File: src/dpsm_pkg.sv
// ----------------------------------------------------------------------------
// Drive power state machine package
// Shared types, command codes and the statusword table used by the drive
// power state machine and its step logic.
// ----------------------------------------------------------------------------
package dpsm_pkg;

  // Item kinds carried on the input tuser.
  typedef enum logic [1:0] {
    OP_CONTROL = 2'd0,
    OP_MODE    = 2'd1,
    OP_TARGET  = 2'd2,
    OP_REFRESH = 2'd3
  } op_e;

  // Power states; the last three are named but never entered.
  typedef enum logic [2:0] {
    PS_NOT_READY      = 3'd0,
    PS_SO_DISABLED    = 3'd1,
    PS_READY          = 3'd2,
    PS_SWITCHED_ON    = 3'd3,
    PS_OP_ENABLED     = 3'd4,
    PS_QUICK_STOP     = 3'd5,
    PS_FAULT_REACTION = 3'd6,
    PS_FAULT          = 3'd7
  } power_state_e;

  // Controlword commands and bits.
  localparam logic [15:0] CMD_SHUTDOWN  = 16'h0006;
  localparam logic [15:0] CMD_SWITCH_ON = 16'h0007;
  localparam logic [15:0] CMD_ENABLE_OP = 16'h000F;
  localparam int unsigned CW_BIT_NEW    = 4;

  // Statusword bits.
  localparam int unsigned SW_BIT_HOMED   = 12;
  localparam int unsigned SW_BIT_REACHED = 10;

  // Modes of operation.
  localparam logic [7:0] MODE_PP     = 8'd1;
  localparam logic [7:0] MODE_HOMING = 8'd6;

  // Field widths and packed bus widths.
  localparam int unsigned CW_W     = 16;
  localparam int unsigned MODE_W   = 8;
  localparam int unsigned POS_W    = 32;
  localparam int unsigned SW_W     = 16;
  localparam int unsigned IN_DW    = 64;
  localparam int unsigned OUT_DW   = 56;

  // Drive state held between items.
  typedef struct packed {
    power_state_e      power_state;
    logic [MODE_W-1:0] op_mode;
    logic              homing_done;
    logic [CW_W-1:0]   last_control;
    logic [POS_W-1:0]  stored_goal;
    logic [SW_W-1:0]   status_reg;
    logic              enable_reg;
  } drive_state_t;

  // One input item, unpacked.
  typedef struct packed {
    op_e               op;
    logic [CW_W-1:0]   control_word;
    logic [MODE_W-1:0] mode_request;
    logic [POS_W-1:0]  target_position;
    logic              position_reached;
  } drive_item_t;

  // One result item, unpacked.
  typedef struct packed {
    logic [SW_W-1:0]  status_word;
    logic             accepted;
    logic             driver_enable;
    logic             move_start;
    logic [POS_W-1:0] move_goal;
    logic             home_zero;
    logic             status_event;
  } drive_result_t;

  // Base statusword for each power state.
  function automatic logic [SW_W-1:0] base_status(power_state_e ps);
    logic [SW_W-1:0] sw;
    case (ps)
      PS_NOT_READY:      sw = 16'h0000;
      PS_SO_DISABLED:    sw = 16'h0040;
      PS_READY:          sw = 16'h0021;
      PS_SWITCHED_ON:    sw = 16'h0023;
      PS_OP_ENABLED:     sw = 16'h0037;
      PS_QUICK_STOP:     sw = 16'h0007;
      PS_FAULT_REACTION: sw = 16'h000F;
      PS_FAULT:          sw = 16'h0008;
      default:           sw = 16'h0000;
    endcase
    return sw;
  endfunction

endpackage

File: src/dpsm_step.sv
// ----------------------------------------------------------------------------
// Drive power state machine step logic
// Combinational next state and result for one item, given the current state.
// ----------------------------------------------------------------------------
module dpsm_step (
  input  dpsm_pkg::drive_state_t  state_i,
  input  dpsm_pkg::drive_item_t   item_i,
  output dpsm_pkg::drive_state_t  state_o,
  output dpsm_pkg::drive_result_t result_o
);
  import dpsm_pkg::*;

  logic            homing_cmd;
  logic            launch;
  power_state_e    ps_next;
  logic            en_next;
  logic [SW_W-1:0] rebuilt;

  // Power state transitions on an exact controlword match.
  always_comb begin
    ps_next = state_i.power_state;
    en_next = state_i.enable_reg;
    case (state_i.power_state)
      PS_SO_DISABLED: begin
        if (item_i.control_word == CMD_SHUTDOWN) ps_next = PS_READY;
      end
      PS_READY: begin
        if (item_i.control_word == CMD_SWITCH_ON) ps_next = PS_SWITCHED_ON;
      end
      PS_SWITCHED_ON: begin
        if (item_i.control_word == CMD_ENABLE_OP) begin
          ps_next = PS_OP_ENABLED;
          en_next = 1'b1;
        end else if (item_i.control_word == CMD_SHUTDOWN) begin
          ps_next = PS_READY;
        end
      end
      PS_OP_ENABLED: begin
        if (item_i.control_word == CMD_SWITCH_ON) begin
          ps_next = PS_SWITCHED_ON;
          en_next = 1'b0;
        end else if (item_i.control_word == CMD_SHUTDOWN) begin
          ps_next = PS_READY;
          en_next = 1'b0;
        end
      end
      default: begin
      end
    endcase
  end

  // Statusword rebuilt from the power state that results from this item.
  function automatic logic [SW_W-1:0] rebuild(power_state_e ps, logic [MODE_W-1:0] mode,
                                              logic homed, logic reached);
    logic [SW_W-1:0] sw;
    sw = base_status(ps);
    if (ps == PS_OP_ENABLED) begin
      if (reached) sw[SW_BIT_REACHED] = 1'b1;
      if (mode == MODE_HOMING && homed) begin
        sw[SW_BIT_HOMED]   = 1'b1;
        sw[SW_BIT_REACHED] = 1'b1;
      end
    end
    return sw;
  endfunction

  assign homing_cmd = (state_i.op_mode == MODE_HOMING) && item_i.control_word[CW_BIT_NEW];
  assign launch     = (state_i.op_mode == MODE_PP) && !state_i.last_control[CW_BIT_NEW]
                      && item_i.control_word[CW_BIT_NEW];

  // Controlword rebuild uses the new state; a refresh uses the current one.
  always_comb begin
    if (item_i.op == OP_CONTROL) begin
      rebuilt = rebuild(ps_next, state_i.op_mode, state_i.homing_done,
                        item_i.position_reached);
    end else begin
      rebuilt = rebuild(state_i.power_state, state_i.op_mode, state_i.homing_done,
                        item_i.position_reached);
    end
  end

  // Per-kind update of the state and the result.
  always_comb begin
    state_o  = state_i;
    result_o = '0;
    result_o.accepted = 1'b1;
    case (item_i.op)
      OP_CONTROL: begin
        state_o.last_control = item_i.control_word;
        if (homing_cmd) begin
          result_o.home_zero = 1'b1;
          state_o.homing_done = 1'b1;
          state_o.status_reg[SW_BIT_HOMED]   = 1'b1;
          state_o.status_reg[SW_BIT_REACHED] = 1'b1;
        end else begin
          if (launch) begin
            result_o.move_start = 1'b1;
            result_o.move_goal  = state_i.stored_goal;
          end
          state_o.power_state   = ps_next;
          state_o.enable_reg    = en_next;
          state_o.status_reg    = rebuilt;
          result_o.status_event = 1'b1;
        end
      end
      OP_MODE: begin
        state_o.op_mode = item_i.mode_request;
      end
      OP_TARGET: begin
        if (state_i.power_state != PS_OP_ENABLED) begin
          result_o.accepted = 1'b0;
        end else begin
          state_o.stored_goal = item_i.target_position;
          state_o.status_reg[SW_BIT_REACHED] = 1'b0;
        end
      end
      OP_REFRESH: begin
        state_o.status_reg = rebuilt;
      end
      default: begin
      end
    endcase
    result_o.status_word   = state_o.status_reg;
    result_o.driver_enable = state_o.enable_reg;
  end

endmodule

File: src/drive_power_state_machine.sv
// ----------------------------------------------------------------------------
// Drive power state machine
// CiA 402 style power state machine: controlword commands, mode and target
// writes and status refreshes, one result item per input item.
//
//   Channel  Direction  Contents
//   s_axis   in         tuser: op; tdata: controlword, mode, target, reached
//   m_axis   out        tdata: statusword, accepted, enable, start, goal, zero, event
//
// One item per clock cycle unless the output stalls: the drive state updates at the
// accepting edge and the result appears in the output register on the next cycle.
// Reset puts the drive in switch on disabled with all other state cleared.
// A stalled output holds its result; the input is taken again as soon as the
// output register is empty or being emptied in the same cycle.
// ----------------------------------------------------------------------------
module drive_power_state_machine (
  input  logic                        clk_i,
  input  logic                        rst_ni,
  input  logic                        s_axis_tvalid,
  output logic                        s_axis_tready,
  // tdata: control_word[15:0], mode_request[23:16], target_position[55:24],
  //        position_reached[56], zero fill above
  input  logic [dpsm_pkg::IN_DW-1:0]  s_axis_tdata,
  // tuser: op[1:0]
  input  logic [1:0]                  s_axis_tuser,
  output logic                        m_axis_tvalid,
  input  logic                        m_axis_tready,
  // tdata: status_word[15:0], accepted[16], driver_enable[17], move_start[18],
  //        move_goal[50:19], home_zero[51], status_event[52], zero fill above
  output logic [dpsm_pkg::OUT_DW-1:0] m_axis_tdata
);
  import dpsm_pkg::*;

  drive_state_t  state_q, state_d;
  drive_item_t   item;
  drive_result_t result;
  drive_result_t result_q;
  logic          valid_q;
  logic          take;

  // Input unpacking.
  assign item.op               = op_e'(s_axis_tuser);
  assign item.control_word     = s_axis_tdata[15:0];
  assign item.mode_request     = s_axis_tdata[23:16];
  assign item.target_position  = s_axis_tdata[55:24];
  assign item.position_reached = s_axis_tdata[56];

  dpsm_step u_step (
    .state_i  (state_q),
    .item_i   (item),
    .state_o  (state_d),
    .result_o (result)
  );

  assign s_axis_tready = !valid_q || m_axis_tready;
  assign take          = s_axis_tvalid && s_axis_tready;

  // Drive state register.
  always_ff @(posedge clk_i or negedge rst_ni) begin
    if (!rst_ni) begin
      state_q <= '{power_state:  PS_SO_DISABLED,
                   op_mode:      '0,
                   homing_done:  1'b0,
                   last_control: '0,
                   stored_goal:  '0,
                   status_reg:   '0,
                   enable_reg:   1'b0};
    end else if (take) begin
      state_q <= state_d;
    end
  end

  // Output valid flag.
  always_ff @(posedge clk_i or negedge rst_ni) begin
    if (!rst_ni) begin
      valid_q <= 1'b0;
    end else if (take) begin
      valid_q <= 1'b1;
    end else if (m_axis_tready) begin
      valid_q <= 1'b0;
    end
  end

  // Output payload register.
  always_ff @(posedge clk_i) begin
    if (take) begin
      result_q <= result;
    end
  end

  assign m_axis_tvalid = valid_q;
  assign m_axis_tdata  = {3'b000, result_q.status_event, result_q.home_zero,
                          result_q.move_goal, result_q.move_start,
                          result_q.driver_enable, result_q.accepted,
                          result_q.status_word};

endmodule
File: config.mk
export PLATFORM = sky130hd
export DESIGN_NAME = drive_power_state_machine
export DESIGN_NICKNAME = d
export VERILOG_FILES = /design/src/dpsm_pkg.sv /design/src/dpsm_step.sv /design/src/drive_power_state_machine.sv
export SDC_FILE = /design/constraint.sdc
export NUM_CORES = 1
export LEC_CHECK = 0
export BUFFER_PORTS_ARGS = -buffer_cell sky130_fd_sc_hd__buf_2
export CAP_MARGIN = 20
export CORE_ASPECT_RATIO = 0.75
export CORE_MARGIN = 5
export CORE_UTILIZATION = 50
export CTS_CLUSTER_SIZE = 24
export DETAILED_ROUTE_END_ITERATION = 8
export PLACE_DENSITY = 0.74
export SETUP_SLACK_MARGIN = 0.2
export SLEW_MARGIN = 20
export SYNTH_ARGS = -nofsm -noshare
export SYNTH_HDL_FRONTEND = slang
export SYNTH_HIERARCHICAL = 1
export SYNTH_SLANG_ARGS = --single-unit
File: constraint.sdc
create_clock -name clk_i -period 6.6 [get_ports clk_i]
set_input_delay 1.32 -clock clk_i [delete_from_list [all_inputs] [get_ports clk_i]]
set_output_delay 1.32 -clock clk_i [all_outputs]
set_load 0.03 [all_outputs]
==> results.tsv <==
metric	value	unit
n_fill_cell	847	
clock_power_share	38.6	%
antenna_found_initial	0	
clk_pin_slew	60	ps
seqPwrFrac	41.5	%
max-vdd-ir-drop	0.183	mV
syn2layout_area_growth	20.1	%
routed-via-count	3483	
finalClockSkew	10.3	ps
met3_usage	5.95	%
r2r-end	state_q[30]$_DFFE_PN0P_	
clockRootBuffer	clkbuf_16	
cp-start-kind	input port	
antenna_left	0	
nets	579	
fin_setup_tns	0	ps
finalSetupViolations	0	
r2r_cells	5	
yosys_warnings	6	
rr_startpoint	state_q[76]$_DFFE_PN0P_	
grt_pass1_vias	3635	
drcViolationCount	0	
p_comb_share	19.9	%
drt_wl_total	11100	um
grtUsageTotal	17.0	%
first_iter_violations	289	
cts.htree.levels	4	
cts_tree	built	
drv_cap	0	
cp_max_fo	17	
clock.fmax	313	MHz
layout-drive-gt1-share	52.5	%
syn_area	5640	sq um
cts_setup_buffers	0	
dpl.hpwl	7260	um
min_period	3200	ps
status	completed	
period_share	48.5	%
use_met2	28.0	%
endpoint	state_q[1]$_DFFE_PN0P_	
syn_avg_cell_area	13.8	sq um
synth_cells	409	
place_inst	626	
insertion_delay	400	ps
power_density	370	nW/um^2
worst_ep_arrival_time	3530	ps
r2r_setup_slack	4010	ps
p_int	1.84	mW
fin_cells	658	
post_cts_resized	0	
design.core.area	11000	sq um
grt_setup_unrepaired	no	
worst-slew-pin-transition	927	ps
die_area	13500	sq um
swShare	26.5	%
power_leakage	3.00	nW
cts_num_sinks	116	
worstSetupPathType	input port to flip-flop	
cts_hold_buf	0	
antennaDiodeCount	0	
fp.dieW	133	um
floorplan.initialDensity	51.4	%
slew_violations	0	
crit_start	s_axis_tuser[0]	
required	6930	ps
io_pins	128	
grt_first_pass_wirelength	18100	um
slew_headroom	38.2	%
buffer_ports.inserted	117	
netSwitchingPower	0.663	mW
grt_max_degree	64	
dieHeight	102	um
gp_congestion	0.881	
cts_buffer_depth	2	
viasPerCell	5.29	
dr.pass1.iters	5	
hold_viol	0	
cts_made_buffers	17	
routedWlPerCell	16.9	um
globalRouteMet1Util	21.5	%
hp-class	flip-flop to flip-flop	
num_rows	33	
grt_overflow	0	
busiest_layer	met2	
end_kind	flip-flop	
-- stage by stage --
stage               power [mW]  setup slack, ps  hold WS (ps)  instance area [sq um]  util, %
finish                    2.51             3400           497                   6770     61.7
global route              2.63             3290           522                   6770     61.7
CTS                       2.53             3450           500                   6770     61.7
detailed placement        1.56             3030           487                   6140     55.9
global placement          1.52             3020           478                   6140     55.9
floorplan                 1.45             3310           470                   5650        -
-- sequential cells by signal, summed over array words and instances (netlist names) --
signal	cells
m_axis_tvalid	1
state_q	62
m_axis_tdata	53
-- how the worst min path moves through the flow --
| stage | from | endpoint | slack [ps] | cells past startpoint |
|---|---|---|---|---|
| finish | state_q[8]$_DFFE_PN0P_ | state_q[8]$_DFFE_PN0P_ | 500 | 1 |
| global route | state_q[13]$_DFFE_PN0P_ | state_q[13]$_DFFE_PN0P_ | 520 | 1 |
| CTS | state_q[8]$_DFFE_PN0P_ | state_q[8]$_DFFE_PN0P_ | 500 | 1 |
| detailed placement | state_q[8]$_DFFE_PN0P_ | state_q[8]$_DFFE_PN0P_ | 490 | 1 |
| global placement | state_q[14]$_DFFE_PN0P_ | state_q[14]$_DFFE_PN0P_ | 480 | 1 |
| floorplan | state_q[16]$_DFFE_PN0P_ | state_q[16]$_DFFE_PN0P_ | 470 | 1 |
-- cell usage in the layout (no fill, tap or decap), types with 3 or more instances in the layout --
master and instances:
a21o_1 4, bufinv_16 4, buf_2 117, dfrtp_1 62, a21oi_1 9, o31ai_1 3, nor2_1 9, mux2_4 6
inv_6 3, inv_1 6, conb_1 3, clkbuf_16 17, buf_4 3, nand3_1 5, edfxtp_1 53, and2_1 40
nor4b_2 3, nand2b_1 3, mux2_2 96, ha_1 4, clkinvlp_4 3, a22o_1 4, clkinv_4 3, o21ai_0 3
nand2_1 13
-- layout make-up --
| class | count | area (sq um) | area share [%] |
|---|---|---|---|
| clock buffer | 17 | 425 | 6.28 |
| multi-input combinational | 243 | 2160 | 31.9 |
| clock inverter | 15 | 204 | 3.01 |
| inverter | 7 | 28.8 | 0.425 |
| timing repair buffer | 120 | 608 | 8.98 |
| sequential | 116 | 3170 | 46.8 |
| tap | 140 | 175 | 2.59 |
-- metal layers --
layer	routed length (um)	share of wire, %
met1	4930	44
met2	5450	49
met3	714	6.4
met4	30	0.27
met5	0	0
-- critical path, stage by stage --
cell and delay, ps:
buf_2 120, inv_1 90, ha_1 520, inv_1 160, a31oi_2 440, o21ba_2 290
o311ai_0 160, a2bb2oi_1 240, mux2_2 180
-- power groups by stage --
stage	logic (mW)	clock network, mW	registers [mW]
after floorplan	0.399	0	1.05
after global placement	0.481	0	1.04
after detailed placement	0.503	0	1.05
after CTS	0.504	0.987	1.04
after global routing	0.542	1.02	1.07
final	0.498	0.969	1.04
No activity file was read; power rests on OpenSTA's default activity.
